==> config.mk <==
export PLATFORM = sky130hd
export DESIGN_NAME = camera_stream_packet_deframer_core_flat
export DESIGN_NICKNAME = d
export VERILOG_FILES = /design/src/sv/cspd_pkg.sv /design/src/sv/cspd_in_if.sv /design/src/sv/cspd_out_if.sv /design/src/sv/cspd_ctrl.sv /design/src/sv/cspd_datapath.sv /design/src/sv/camera_stream_packet_deframer_core.sv /design/src/flat_wrapper.sv
export SDC_FILE = /design/constraint.sdc
export NUM_CORES = 2
export LEC_CHECK = 0
export BUFFER_PORTS_ARGS = -buffer_cell sky130_fd_sc_hd__buf_2
export CAP_MARGIN = 15
export CORE_MARGIN = 1
export CORE_UTILIZATION = 63
export CTS_CLUSTER_DIAMETER = 120
export DETAILED_ROUTE_END_ITERATION = 6
export PLACE_DENSITY = 0.84
export SKIP_CTS_REPAIR_TIMING = 1
export SYNTH_ARGS = -nofsm -noshare
export SYNTH_HDL_FRONTEND = slang
export SYNTH_SLANG_ARGS = --single-unit
==> constraint.sdc <==
create_clock -name i_clk -period 7.1 [get_ports i_clk]
set_input_delay 1.42 -clock i_clk [delete_from_list [all_inputs] [get_ports i_clk]]
set_output_delay 1.42 -clock i_clk [all_outputs]
set_load 0.02 [all_outputs]
==> src/sv/cspd_pkg.sv <==
`timescale 1ns / 1ps
`default_nettype none
package cspd_pkg;

    localparam int DEF_HEADER_BYTES    = 20;
    localparam int DEF_DIM_LIMIT       = 4096;
    localparam int DEF_TELEMETRY_LIMIT = 16 * 1024;

    localparam int RAW_HDR_LEN = 20;
    localparam int TM_HDR_LEN  = 8;
    localparam int DIM_CMP_W   = 14;
    localparam int TM_CMP_W    = 17;
    localparam int CFG_W       = 32;

    localparam logic [31:0] MAX_RAW_PAYLOAD = 32'h0400_0000;

    localparam logic [1:0] CFG_MAX_DIM = 2'd0;
    localparam logic [1:0] CFG_MAX_TM  = 2'd1;
    localparam logic [1:0] CFG_PIX_FMT = 2'd2;

    localparam logic [12:0] RST_MAX_DIM = 13'd4096;
    localparam logic [14:0] RST_MAX_TM  = 15'd16384;
    localparam logic [31:0] RST_PIX_FMT = 32'd1;

    localparam logic [1:0] KIND_JPEG = 2'd0;
    localparam logic [1:0] KIND_RAW  = 2'd1;
    localparam logic [1:0] KIND_TM   = 2'd2;

    localparam logic [7:0] CH_W   = 8'h57;
    localparam logic [7:0] CH_B   = 8'h42;
    localparam logic [7:0] CH_F   = 8'h46;
    localparam logic [7:0] CH_R   = 8'h52;
    localparam logic [7:0] CH_T   = 8'h54;
    localparam logic [7:0] CH_M   = 8'h4D;
    localparam logic [7:0] JPEG_FF  = 8'hFF;
    localparam logic [7:0] JPEG_SOI = 8'hD8;
    localparam logic [7:0] JPEG_EOI = 8'hD9;

    typedef enum logic [2:0] {
        PH_HUNT    = 3'd0,
        PH_RAW_HDR = 3'd1,
        PH_TM_HDR  = 3'd2,
        PH_RAW_PAY = 3'd3,
        PH_TM_PAY  = 3'd4,
        PH_JPEG    = 3'd5
    } t_phase;

    typedef enum logic [2:0] {
        HP_NONE = 3'd0,
        HP_W    = 3'd1,
        HP_WB   = 3'd2,
        HP_WBF  = 3'd3,
        HP_WBT  = 3'd4,
        HP_FF   = 3'd5
    } t_hunt;

    typedef enum logic [2:0] {
        ST_IDLE  = 3'd0,
        ST_FETCH = 3'd1,
        ST_PROC  = 3'd2,
        ST_JPG2  = 3'd3,
        ST_FLUSH = 3'd4
    } t_state;

    typedef struct packed {
        logic [1:0]  kind;
        logic [7:0]  data_byte;
        logic        byte_valid;
        logic        packet_start;
        logic        packet_end;
        logic [12:0] frame_width;
        logic [12:0] frame_height;
    } t_result;

    typedef struct packed {
        logic take_in;
        logic take_mem;
        logic emit_d8;
        logic flush;
    } t_cmd;

    typedef struct packed {
        logic can_push;
        logic jpeg_start;
        logic more;
        logic flush_need;
    } t_status;

endpackage
`default_nettype wire

==> src/sv/cspd_in_if.sv <==
`timescale 1ns / 1ps
`default_nettype none
interface cspd_in_if;
    logic       valid;
    logic       ready;
    logic [7:0] in_byte;

    modport source (output valid, output in_byte, input ready);
    modport sink   (input valid, input in_byte, output ready);
endinterface
`default_nettype wire

==> src/sv/cspd_out_if.sv <==
`timescale 1ns / 1ps
`default_nettype none
interface cspd_out_if;
    logic        valid;
    logic        ready;
    logic [1:0]  kind;
    logic [7:0]  data_byte;
    logic        byte_valid;
    logic        packet_start;
    logic        packet_end;
    logic [12:0] frame_width;
    logic [12:0] frame_height;
    logic        run_last;

    modport source (output valid, output kind, output data_byte, output byte_valid,
                    output packet_start, output packet_end, output frame_width,
                    output frame_height, output run_last, input ready);
    modport sink   (input valid, input kind, input data_byte, input byte_valid,
                    input packet_start, input packet_end, input frame_width,
                    input frame_height, input run_last, output ready);
endinterface
`default_nettype wire

==> src/sv/cspd_ctrl.sv <==
`timescale 1ns / 1ps
`default_nettype none
module cspd_ctrl (
    input  logic              i_clk,
    input  logic              i_rst_n,
    input  logic              i_in_valid,
    output logic              o_in_ready,
    input  cspd_pkg::t_status i_status,
    output cspd_pkg::t_cmd    o_cmd
);
    import cspd_pkg::*;

    t_state r_state;
    t_state n_state;
    t_state w_after;

    always_ff @(posedge i_clk) begin
        if (!i_rst_n) begin
            r_state <= ST_IDLE;
        end else begin
            r_state <= n_state;
        end
    end

    always_comb begin
        if (i_status.jpeg_start) begin
            w_after = ST_JPG2;
        end else if (i_status.more) begin
            w_after = ST_FETCH;
        end else if (i_status.flush_need) begin
            w_after = ST_FLUSH;
        end else begin
            w_after = ST_IDLE;
        end
    end

    always_comb begin
        n_state = r_state;
        case (r_state)
            ST_IDLE: begin
                if (i_in_valid && i_status.can_push) n_state = w_after;
            end
            ST_FETCH: begin
                n_state = ST_PROC;
            end
            ST_PROC: begin
                if (i_status.can_push) n_state = w_after;
            end
            ST_JPG2: begin
                if (i_status.can_push) n_state = w_after;
            end
            ST_FLUSH: begin
                if (i_status.can_push) n_state = ST_IDLE;
            end
            default: begin
                n_state = ST_IDLE;
            end
        endcase
    end

    always_comb begin
        o_cmd      = '0;
        o_in_ready = 1'b0;
        case (r_state)
            ST_IDLE: begin
                o_in_ready    = i_status.can_push;
                o_cmd.take_in = i_in_valid && i_status.can_push;
            end
            ST_PROC: begin
                o_cmd.take_mem = i_status.can_push;
            end
            ST_JPG2: begin
                o_cmd.emit_d8 = i_status.can_push;
            end
            ST_FLUSH: begin
                o_cmd.flush = i_status.can_push;
            end
            default: begin
                o_cmd = '0;
            end
        endcase
    end

endmodule
`default_nettype wire

==> src/sv/cspd_datapath.sv <==
`timescale 1ns / 1ps
`default_nettype none
module cspd_datapath #(
    parameter int HEADER_BYTES    = cspd_pkg::DEF_HEADER_BYTES,
    parameter int DIM_LIMIT       = cspd_pkg::DEF_DIM_LIMIT,
    parameter int TELEMETRY_LIMIT = cspd_pkg::DEF_TELEMETRY_LIMIT
) (
    input  logic                         i_clk,
    input  logic                         i_rst_n,
    input  logic                         i_cfg_we,
    input  logic [1:0]                   i_cfg_idx,
    input  logic [cspd_pkg::CFG_W-1:0]   i_cfg_data,
    input  logic [7:0]                   i_in_byte,
    input  cspd_pkg::t_cmd               i_cmd,
    output cspd_pkg::t_status            o_status,
    output logic                         o_out_valid,
    input  logic                         i_out_ready,
    output cspd_pkg::t_result            o_out_res,
    output logic                         o_out_last
);
    import cspd_pkg::*;

    localparam int AW    = $clog2(HEADER_BYTES) + 1;
    localparam int DEPTH = 1 << AW;
    localparam logic [DIM_CMP_W-1:0] DIM_LIM_C = DIM_CMP_W'(DIM_LIMIT);
    localparam logic [TM_CMP_W-1:0]  TM_LIM_C  = TM_CMP_W'(TELEMETRY_LIMIT);

    // config
    logic [12:0] r_max_dim;
    logic [14:0] r_max_tm;
    logic [31:0] r_pix_fmt;

    // parse state
    t_phase      r_phase, n_phase;
    t_hunt       r_hunt, n_hunt;
    logic [4:0]  r_cnt, n_cnt;
    logic [26:0] r_left, n_left;
    logic        r_prev_ff, n_prev_ff;
    logic [12:0] r_wd, n_wd;
    logic [12:0] r_ht, n_ht;
    logic        r_first, n_first;
    logic [7:0]  r_hdr [RAW_HDR_LEN];
    logic [25:0] r_area;

    // replay window
    logic [7:0]    r_mem [DEPTH];
    logic [7:0]    r_rd;
    logic [AW-1:0] r_rp, n_rp;
    logic [AW-1:0] r_wp, n_wp;
    logic [AW-1:0] r_hs, n_hs;

    // result staging
    logic    r_ov, n_ov;
    t_result r_out, n_out;
    logic    r_olast, n_olast;
    logic    r_pv, n_pv;
    t_result r_pend, n_pend;

    logic                 w_proc;
    logic [7:0]           w_b;
    logic                 w_rej;
    logic                 w_jst;
    logic                 w_hdr_wr;
    logic                 w_res_v;
    t_result              w_res;
    logic                 w_more;
    logic                 w_step_end;
    logic                 w_can_push;
    logic [31:0]          w_w, w_h, w_f, w_n, w_tn;
    logic [DIM_CMP_W-1:0] w_dim_lim;
    logic [TM_CMP_W-1:0]  w_tm_lim;
    logic                 w_raw_ok;
    logic                 w_tm_ok;

    assign w_proc     = i_cmd.take_in || i_cmd.take_mem;
    assign w_b        = i_cmd.take_in ? i_in_byte : r_rd;
    assign w_can_push = !r_ov || i_out_ready;

    assign w_w  = {r_hdr[7], r_hdr[6], r_hdr[5], r_hdr[4]};
    assign w_h  = {r_hdr[11], r_hdr[10], r_hdr[9], r_hdr[8]};
    assign w_f  = {r_hdr[15], r_hdr[14], r_hdr[13], r_hdr[12]};
    assign w_n  = {w_b, r_hdr[18], r_hdr[17], r_hdr[16]};
    assign w_tn = {w_b, r_hdr[6], r_hdr[5], r_hdr[4]};

    assign w_dim_lim = ({1'b0, r_max_dim} < DIM_LIM_C) ? {1'b0, r_max_dim} : DIM_LIM_C;
    assign w_tm_lim  = ({2'b00, r_max_tm} < TM_LIM_C) ? {2'b00, r_max_tm} : TM_LIM_C;

    assign w_raw_ok = (w_w != 32'd0) && (w_h != 32'd0)
                   && (w_w[31:DIM_CMP_W] == '0) && (w_h[31:DIM_CMP_W] == '0)
                   && (w_w[DIM_CMP_W-1:0] <= w_dim_lim) && (w_h[DIM_CMP_W-1:0] <= w_dim_lim)
                   && (w_f == r_pix_fmt)
                   && (w_n[31:28] == 4'd0) && (w_n[27:0] == {r_area, 2'b00})
                   && (w_n <= MAX_RAW_PAYLOAD);
    assign w_tm_ok  = (w_tn[31:TM_CMP_W] == '0) && (w_tn[TM_CMP_W-1:0] <= w_tm_lim);

    always_comb begin
        n_phase   = r_phase;
        n_hunt    = r_hunt;
        n_cnt     = r_cnt;
        n_left    = r_left;
        n_prev_ff = r_prev_ff;
        n_wd      = r_wd;
        n_ht      = r_ht;
        n_first   = r_first;
        n_hs      = r_hs;
        w_rej     = 1'b0;
        w_jst     = 1'b0;
        w_hdr_wr  = 1'b0;
        w_res_v   = 1'b0;
        w_res     = '0;
        if (i_cmd.emit_d8) begin
            w_res_v          = 1'b1;
            w_res.kind       = KIND_JPEG;
            w_res.data_byte  = JPEG_SOI;
            w_res.byte_valid = 1'b1;
        end else if (w_proc) begin
            case (r_phase)
                PH_RAW_HDR, PH_TM_HDR: begin
                    w_hdr_wr = 1'b1;
                    n_cnt    = r_cnt + 5'd1;
                    if (r_phase == PH_RAW_HDR && r_cnt == 5'(RAW_HDR_LEN - 1)) begin
                        if (w_raw_ok) begin
                            n_wd    = w_w[12:0];
                            n_ht    = w_h[12:0];
                            n_left  = w_n[26:0];
                            n_phase = PH_RAW_PAY;
                            n_first = 1'b1;
                        end else begin
                            w_rej = 1'b1;
                        end
                    end else if (r_phase == PH_TM_HDR && r_cnt == 5'(TM_HDR_LEN - 1)) begin
                        if (!w_tm_ok) begin
                            w_rej = 1'b1;
                        end else if (w_tn == 32'd0) begin
                            w_res_v            = 1'b1;
                            w_res.kind         = KIND_TM;
                            w_res.packet_start = 1'b1;
                            w_res.packet_end   = 1'b1;
                            n_phase            = PH_HUNT;
                            n_cnt              = 5'd0;
                        end else begin
                            n_left  = 27'(w_tn[TM_CMP_W-1:0]);
                            n_phase = PH_TM_PAY;
                            n_first = 1'b1;
                        end
                    end
                end
                PH_RAW_PAY, PH_TM_PAY: begin
                    n_left             = r_left - 27'd1;
                    w_res_v            = 1'b1;
                    w_res.kind         = (r_phase == PH_RAW_PAY) ? KIND_RAW : KIND_TM;
                    w_res.data_byte    = w_b;
                    w_res.byte_valid   = 1'b1;
                    w_res.packet_start = r_first;
                    w_res.packet_end   = (r_left == 27'd1);
                    if (r_phase == PH_RAW_PAY) begin
                        w_res.frame_width  = r_wd;
                        w_res.frame_height = r_ht;
                    end
                    n_first = 1'b0;
                    if (r_left == 27'd1) n_phase = PH_HUNT;
                end
                PH_JPEG: begin
                    w_res_v          = 1'b1;
                    w_res.kind       = KIND_JPEG;
                    w_res.data_byte  = w_b;
                    w_res.byte_valid = 1'b1;
                    w_res.packet_end = r_prev_ff && (w_b == JPEG_EOI);
                    n_prev_ff        = (w_b == JPEG_FF);
                    if (r_prev_ff && (w_b == JPEG_EOI)) begin
                        n_phase   = PH_HUNT;
                        n_prev_ff = 1'b0;
                    end
                end
                default: begin
                    n_phase = PH_HUNT;
                    if (r_hunt == HP_W && w_b == CH_B) begin
                        n_hunt = HP_WB;
                    end else if (r_hunt == HP_WB && w_b == CH_F) begin
                        n_hunt = HP_WBF;
                    end else if (r_hunt == HP_WB && w_b == CH_T) begin
                        n_hunt = HP_WBT;
                    end else if (r_hunt == HP_WBF && w_b == CH_R) begin
                        n_phase = PH_RAW_HDR;
                        n_cnt   = 5'd4;
                        n_hunt  = HP_NONE;
                        n_hs    = r_rp - AW'(3);
                    end else if (r_hunt == HP_WBT && w_b == CH_M) begin
                        n_phase = PH_TM_HDR;
                        n_cnt   = 5'd4;
                        n_hunt  = HP_NONE;
                        n_hs    = r_rp - AW'(3);
                    end else if (r_hunt == HP_FF && w_b == JPEG_SOI) begin
                        w_jst              = 1'b1;
                        w_res_v            = 1'b1;
                        w_res.kind         = KIND_JPEG;
                        w_res.data_byte    = JPEG_FF;
                        w_res.byte_valid   = 1'b1;
                        w_res.packet_start = 1'b1;
                        n_phase            = PH_JPEG;
                        n_prev_ff          = 1'b0;
                        n_hunt             = HP_NONE;
                    end else if (w_b == CH_W) begin
                        n_hunt = HP_W;
                    end else if (w_b == JPEG_FF) begin
                        n_hunt = HP_FF;
                    end else begin
                        n_hunt = HP_NONE;
                    end
                end
            endcase
            if (w_rej) begin
                n_phase = PH_HUNT;
                n_hunt  = HP_NONE;
                n_cnt   = 5'd0;
            end
        end
    end

    // rejected header: rewind to the byte after its first
    always_comb begin
        n_rp = r_rp;
        n_wp = r_wp;
        if (w_proc) n_rp = w_rej ? (r_hs + AW'(1)) : (r_rp + AW'(1));
        if (i_cmd.take_in) n_wp = r_wp + AW'(1);
    end

    assign w_more = i_cmd.emit_d8 ? (r_rp != r_wp)
                  : (w_rej || (i_cmd.take_mem && ((r_rp + AW'(1)) != r_wp)));
    assign w_step_end = (w_proc || i_cmd.emit_d8) && !w_more && !w_jst;

    // one result held back so the last of an item can be flagged
    always_comb begin
        n_ov    = r_ov && !i_out_ready;
        n_out   = r_out;
        n_olast = r_olast;
        n_pv    = r_pv;
        n_pend  = r_pend;
        if (i_cmd.flush) begin
            n_ov    = 1'b1;
            n_out   = r_pend;
            n_olast = 1'b1;
            n_pv    = 1'b0;
        end else if (w_res_v) begin
            if (r_pv) begin
                n_ov    = 1'b1;
                n_out   = r_pend;
                n_olast = 1'b0;
                n_pend  = w_res;
            end else if (w_step_end) begin
                n_ov    = 1'b1;
                n_out   = w_res;
                n_olast = 1'b1;
            end else begin
                n_pend = w_res;
                n_pv   = 1'b1;
            end
        end else if (w_step_end && r_pv) begin
            n_ov    = 1'b1;
            n_out   = r_pend;
            n_olast = 1'b1;
            n_pv    = 1'b0;
        end
    end

    assign o_status.can_push   = w_can_push;
    assign o_status.jpeg_start = w_jst;
    assign o_status.more       = w_more;
    assign o_status.flush_need = w_res_v && r_pv && w_step_end;

    assign o_out_valid = r_ov;
    assign o_out_res   = r_out;
    assign o_out_last  = r_olast;

    always_ff @(posedge i_clk) begin
        if (!i_rst_n) begin
            r_max_dim <= RST_MAX_DIM;
            r_max_tm  <= RST_MAX_TM;
            r_pix_fmt <= RST_PIX_FMT;
            r_phase   <= PH_HUNT;
            r_hunt    <= HP_NONE;
            r_cnt     <= 5'd0;
            r_left    <= 27'd0;
            r_prev_ff <= 1'b0;
            r_wd      <= 13'd0;
            r_ht      <= 13'd0;
            r_first   <= 1'b0;
            r_rp      <= '0;
            r_wp      <= '0;
            r_hs      <= '0;
            r_ov      <= 1'b0;
            r_pv      <= 1'b0;
        end else begin
            if (i_cfg_we) begin
                case (i_cfg_idx)
                    CFG_MAX_DIM: r_max_dim <= i_cfg_data[12:0];
                    CFG_MAX_TM:  r_max_tm  <= i_cfg_data[14:0];
                    CFG_PIX_FMT: r_pix_fmt <= i_cfg_data[31:0];
                    default:     r_max_dim <= r_max_dim;
                endcase
            end
            r_phase   <= n_phase;
            r_hunt    <= n_hunt;
            r_cnt     <= n_cnt;
            r_left    <= n_left;
            r_prev_ff <= n_prev_ff;
            r_wd      <= n_wd;
            r_ht      <= n_ht;
            r_first   <= n_first;
            r_rp      <= n_rp;
            r_wp      <= n_wp;
            r_hs      <= n_hs;
            r_ov      <= n_ov;
            r_pv      <= n_pv;
        end
    end

    always_ff @(posedge i_clk) begin
        r_out   <= n_out;
        r_olast <= n_olast;
        r_pend  <= n_pend;
        r_area  <= {r_hdr[5][4:0], r_hdr[4]} * {r_hdr[9][4:0], r_hdr[8]};
        if (w_hdr_wr) r_hdr[r_cnt] <= w_b;
    end

    always_ff @(posedge i_clk) begin
        if (i_cmd.take_in) r_mem[r_wp] <= i_in_byte;
        r_rd <= r_mem[r_rp];
    end

endmodule
`default_nettype wire

==> src/sv/camera_stream_packet_deframer_core.sv <==
`timescale 1ns / 1ps
`default_nettype none
// Channel   Dir  Handshake     Payload
// i_in_ch   in   valid/ready   in_byte
// o_out_ch  out  valid/ready   kind, data_byte, byte_valid, packet_start, packet_end,
//                              frame_width, frame_height, run_last
// A byte taken from i_in_ch is processed in the cycle it is accepted.
// A rejected header rewinds a read pointer into the replay window; each replayed byte
// is first read from the window and then processed, a JPEG start adds a step for its D8,
// and an item that ends with two results still queued adds a step to release the held one.
// Reset is synchronous: parser goes to hunting, config to defaults, output empty.
// Input is held off while the output register is full and not being taken, and while
// a replay, the D8 of a JPEG start or a held result release is in progress.
module camera_stream_packet_deframer_core #(
    parameter int HEADER_BYTES    = cspd_pkg::DEF_HEADER_BYTES,
    parameter int DIM_LIMIT       = cspd_pkg::DEF_DIM_LIMIT,
    parameter int TELEMETRY_LIMIT = cspd_pkg::DEF_TELEMETRY_LIMIT
) (
    input  logic                       i_clk,
    input  logic                       i_rst_n,
    input  logic                       i_cfg_we,
    input  logic [1:0]                 i_cfg_idx,
    input  logic [cspd_pkg::CFG_W-1:0] i_cfg_data,
    cspd_in_if.sink                    i_in_ch,
    cspd_out_if.source                 o_out_ch
);
    import cspd_pkg::*;

    t_cmd    w_cmd;
    t_status w_status;
    t_result w_res;
    logic    w_in_ready;
    logic    w_out_valid;
    logic    w_out_last;

    cspd_ctrl u_ctrl (
        .i_clk      (i_clk),
        .i_rst_n    (i_rst_n),
        .i_in_valid (i_in_ch.valid),
        .o_in_ready (w_in_ready),
        .i_status   (w_status),
        .o_cmd      (w_cmd)
    );

    cspd_datapath #(
        .HEADER_BYTES    (HEADER_BYTES),
        .DIM_LIMIT       (DIM_LIMIT),
        .TELEMETRY_LIMIT (TELEMETRY_LIMIT)
    ) u_dp (
        .i_clk       (i_clk),
        .i_rst_n     (i_rst_n),
        .i_cfg_we    (i_cfg_we),
        .i_cfg_idx   (i_cfg_idx),
        .i_cfg_data  (i_cfg_data),
        .i_in_byte   (i_in_ch.in_byte),
        .i_cmd       (w_cmd),
        .o_status    (w_status),
        .o_out_valid (w_out_valid),
        .i_out_ready (o_out_ch.ready),
        .o_out_res   (w_res),
        .o_out_last  (w_out_last)
    );

    assign i_in_ch.ready         = w_in_ready;
    assign o_out_ch.valid        = w_out_valid;
    assign o_out_ch.kind         = w_res.kind;
    assign o_out_ch.data_byte    = w_res.data_byte;
    assign o_out_ch.byte_valid   = w_res.byte_valid;
    assign o_out_ch.packet_start = w_res.packet_start;
    assign o_out_ch.packet_end   = w_res.packet_end;
    assign o_out_ch.frame_width  = w_res.frame_width;
    assign o_out_ch.frame_height = w_res.frame_height;
    assign o_out_ch.run_last     = w_out_last;

endmodule
`default_nettype wire

==> src/flat_wrapper.sv <==
// flat-port wrapper written by rule: the top's interface ports become plain ports
module camera_stream_packet_deframer_core_flat import cspd_pkg::*;
#(
    parameter int HEADER_BYTES    = cspd_pkg::DEF_HEADER_BYTES,
    parameter int DIM_LIMIT       = cspd_pkg::DEF_DIM_LIMIT,
    parameter int TELEMETRY_LIMIT = cspd_pkg::DEF_TELEMETRY_LIMIT
)
  (i_clk, i_rst_n, i_cfg_we, i_cfg_idx, i_cfg_data, i_in_ch_valid, i_in_ch_in_byte, i_in_ch_ready, o_out_ch_valid, o_out_ch_kind, o_out_ch_data_byte, o_out_ch_byte_valid, o_out_ch_packet_start, o_out_ch_packet_end, o_out_ch_frame_width, o_out_ch_frame_height, o_out_ch_run_last, o_out_ch_ready);
  cspd_in_if i_in_ch_i ();
  cspd_out_if o_out_ch_i ();
  input  logic i_clk;
  input  logic i_rst_n;
  input  logic i_cfg_we;
  input  logic [1:0] i_cfg_idx;
  input  logic [cspd_pkg::CFG_W-1:0] i_cfg_data;
  input wire logic [$bits(i_in_ch_i.valid)-1:0] i_in_ch_valid;
  input wire logic [$bits(i_in_ch_i.in_byte)-1:0] i_in_ch_in_byte;
  output wire logic [$bits(i_in_ch_i.ready)-1:0] i_in_ch_ready;
  output wire logic [$bits(o_out_ch_i.valid)-1:0] o_out_ch_valid;
  output wire logic [$bits(o_out_ch_i.kind)-1:0] o_out_ch_kind;
  output wire logic [$bits(o_out_ch_i.data_byte)-1:0] o_out_ch_data_byte;
  output wire logic [$bits(o_out_ch_i.byte_valid)-1:0] o_out_ch_byte_valid;
  output wire logic [$bits(o_out_ch_i.packet_start)-1:0] o_out_ch_packet_start;
  output wire logic [$bits(o_out_ch_i.packet_end)-1:0] o_out_ch_packet_end;
  output wire logic [$bits(o_out_ch_i.frame_width)-1:0] o_out_ch_frame_width;
  output wire logic [$bits(o_out_ch_i.frame_height)-1:0] o_out_ch_frame_height;
  output wire logic [$bits(o_out_ch_i.run_last)-1:0] o_out_ch_run_last;
  input wire logic [$bits(o_out_ch_i.ready)-1:0] o_out_ch_ready;
  assign i_in_ch_i.valid = i_in_ch_valid;
  assign i_in_ch_i.in_byte = i_in_ch_in_byte;
  assign i_in_ch_ready = i_in_ch_i.ready;
  assign o_out_ch_valid = o_out_ch_i.valid;
  assign o_out_ch_kind = o_out_ch_i.kind;
  assign o_out_ch_data_byte = o_out_ch_i.data_byte;
  assign o_out_ch_byte_valid = o_out_ch_i.byte_valid;
  assign o_out_ch_packet_start = o_out_ch_i.packet_start;
  assign o_out_ch_packet_end = o_out_ch_i.packet_end;
  assign o_out_ch_frame_width = o_out_ch_i.frame_width;
  assign o_out_ch_frame_height = o_out_ch_i.frame_height;
  assign o_out_ch_run_last = o_out_ch_i.run_last;
  assign o_out_ch_i.ready = o_out_ch_ready;
  camera_stream_packet_deframer_core #(.HEADER_BYTES(HEADER_BYTES), .DIM_LIMIT(DIM_LIMIT), .TELEMETRY_LIMIT(TELEMETRY_LIMIT)) u_core (.i_clk(i_clk), .i_rst_n(i_rst_n), .i_cfg_we(i_cfg_we), .i_cfg_idx(i_cfg_idx), .i_cfg_data(i_cfg_data), .i_in_ch(i_in_ch_i), .o_out_ch(o_out_ch_i));
endmodule
==> impl_metrics.toml <==
[worst_setup_path]
end_kind = "flip-flop"
rrSetupSlack_ns = 0.54
cp-start-kind = "flip-flop"
required_ns = 7.66
critPathKind = "reg -> reg"
arrival_ns = 7.11
critical_path.max_fanout = 16

[power]
clkPwrFrac = 0.447
power.density_nw_per_um2 = 240
power.switching_uw = 2480
p_int_uw = 8810
comb_power_share = 0.046
switching_share = 0.220
leakage_uw = 0.0162
seqPwrFrac = 0.507
ir_drop_uv = 329

[placed_design]
dp.cells = 3989
numPortBuffers = 88
dp_hpwl_um = 74200
gp_congestion = 0.988

[logic_synthesis]
synth_commonest_cells = "edfxtp_1, nand2_1, nor2_1, dfxtp_1, inv_1"
yosysTopAreaCell = "edfxtp_1"
ys_seq_area_frac = 0.589
postSynth.asyncResetShare = 0
synth_top_area_frac = 0.502
yosysUniqueCellTypes = 74
syn_avg_cell_area_um2 = 13.5
synth-edff-count = 710
synth_most_common_cell = "edfxtp_1"
syn_inst = 3143
yosysWarningCount = 0
synthesis.area_um2 = 42500
synthTopCellsByArea = "edfxtp_1, mux4_2, dfxtp_1, fa_1, ha_1"
syn-num-nets = 3432
synth_flop_cell = "edfxtp_1"
ys_seq_elements = 894

[global_route]
first_global_vias = 27800
grt_overflow = 0
grt_max_degree = 132
grtUsageTotal = 0.339
grt_pass1_wl_um = 171000
antenna_found_initial = 10

[floorplanning]
io_pins = 89
die_w_um = 262
dieArea_um2 = 68400
core_um2 = 66200
num_rows = 94
die_h_um = 262
initial_core_util = 0.641

[clocking]
clock_latency_ns = 0.68
clk_pin_slew_worst_paths_ns = 0.06
cts.sinks = 894
cts-buffers-inserted = 91
cts_max_path_buffers = 3
cts_max_level = 3
cts_tree = "yes"
root_buffer = "clkbuf_16"

[final_layout]
nets = 3510
final_cells = 4169
fillers = 4170
layout-drive-gt1-share = 0.156
area_delta_synth_final_pct = 10.8

[route]
vias = 27452
post_drt_wl_per_cell_um = 27.3
drt-pass1-iter-count = 6
drtIter0Drc = 3178
wl_um = 114000
drtAntennaViolNets = 0
vias_per_cell = 6.58
drcViolationCount = 0

[sta]
fmax_ghz = 0.153
rsz0062_at_grt = "no"
finalSetupViolations = 0
finalClockSkew_ns = 0.0575
fin_crit_sh = 0.923
relSlewSlack = 0.151
slew_viol_final = 0
hold_violations = 0
worstMarginPinSlew_ns = 1.27
fin_crit_ns = 6.56
final.setup.tns_ns = 0
hold_ws_ns = 0.457

[run_status]
outcome = "complete, no violations"

[hold_path]
hold_class = "reg -> reg"

[run]
cap_violations = 0
-- layout make-up --
class	instances	area (µm²)	area share
Multi-Input combinational cell	1910	16200	0.344
Clock inverter	62	732	0.0156
Timing Repair Buffer	141	866	0.0184
Inverter	183	689	0.0147
Antenna cell	5	12.5	0.000266
Tap cell	864	1080	0.0230
Clock buffer	110	2450	0.0522
Sequential cell	894	25000	0.532
-- worst max-delay path, stage by stage, from the launching register on --
cell	delay, ns
edfxtp_1	0.74
nand2_1	0.16
fa_1	0.53
fa_1	0.56
inv_1	0.07
fa_1	0.54
inv_1	0.06
fa_1	0.53
inv_1	0.06
fa_1	0.48
ha_1	0.38
a21o_1	0.24
a2111oi_0	0.64
o21a_1	0.30
nor3_1	0.08
a211o_1	0.30
o41a_1	0.36
a21o_1	0.20
a21oi_1	0.17
xnor2_1	0.14
-- routing by layer --
layer | part of all wire | wire, µm | global-route usage
met2 | 0.50 | 57100 | 0.575
met5 | 0.00048 | 55 | 0
met4 | 0.050 | 5700 | 0.162
met3 | 0.087 | 9940 | 0.0516
met1 | 0.36 | 41000 | 0.432
-- kinds of logic after synthesis --
| family | Yosys count | share of synthesized area |
|---|---|---|
| flops | 894 | 0.589 |
| buf+inv | 339 | 0.0305 |
| xor+xnor | 99 | 0.0204 |
| compound gates | 336 | 0.0478 |
| fa+ha+maj | 244 | 0.0933 |
| mux | 241 | 0.107 |
| simple gates | 990 | 0.112 |
-- registers in the layout (all words and copies together), names as in the netlist --
signal and cells:
u_core.u_ctrl.r_state 3, u_core.u_dp.r_rp 6, u_core.u_dp.r_hdr 120, u_core.u_dp.r_hunt 3
u_core.u_dp.r_mem 512, u_core.u_dp.r_cnt 5, u_core.u_dp.r_hs 6, u_core.u_dp.r_ht 13
u_core.u_dp.r_phase 3, u_core.u_dp.r_prev_ff 1, u_core.u_dp.r_pv 1, u_core.u_dp.r_left 27
u_core.u_dp.o_out_valid 1, u_core.u_dp.r_pend 39, u_core.u_dp.r_wp 6, u_core.u_dp.o_out_res 39
u_core.u_dp.r_wd 13, u_core.u_dp.r_area 26, u_core.u_dp.r_rd 8, u_core.u_dp.r_max_dim 13
u_core.u_dp.r_pix_fmt 32, u_core.u_dp.r_first 1, u_core.u_dp.r_max_tm 15, u_core.u_dp.o_out_last 1
-- metrics by stage --
step / worst slack [ns] / total power (µW) / util / instance area, µm²
floorplan: 1.17 / 6110 / - / 42500
global placement: 0.803 / 6310 / 0.661 / 43800
detailed placement: 0.544 / 6330 / 0.661 / 43800
CTS: 0.540 / 11300 / 0.709 / 47000
global route: 0.204 / 11500 / 0.710 / 47000
finish: 0.544 / 11300 / 0.710 / 47000
-- power groups by stage --
stage                     Clock, µW  Combinational [µW]  Sequential, µW
after floorplan                   0                 302            5810
after global placement            0                 481            5830
after detailed placement          0                 500            5830
after CTS                      5060                 509            5720
after global routing           5270                 537            5720
final                          5050                 517            5720
-- layout by cell type (no fill, tap or decap), types with 49 or more instances in the layout --
cell       instances
dfxtp_1          181
mux4_2           168
o21ai_0           75
and2_1            84
clkbuf_16         95
edfxtp_1         710
ha_1             121
nor3_1            50
fa_1             121
nand2_1          360
buf_2             88
a21oi_1          140
nand3_1           54
buf_4             49
nor4_1            49
xnor2_1           63
inv_1            180
nor2_1           211
-- final timing paths --
path	from	end	depth (start not counted)
min	u_core.u_dp.r_max_tm[13]	u_core.u_dp.r_max_tm[13]	2
max	u_core.u_dp.r_hdr[9][3]	u_core.u_dp.r_area[24]	19
max reg2reg	u_core.u_dp.r_hdr[9][3]	u_core.u_dp.r_area[24]	19
min reg2reg	u_core.u_dp.r_max_tm[13]	u_core.u_dp.r_max_tm[13]	2
(Power assumes the default switching activity.)
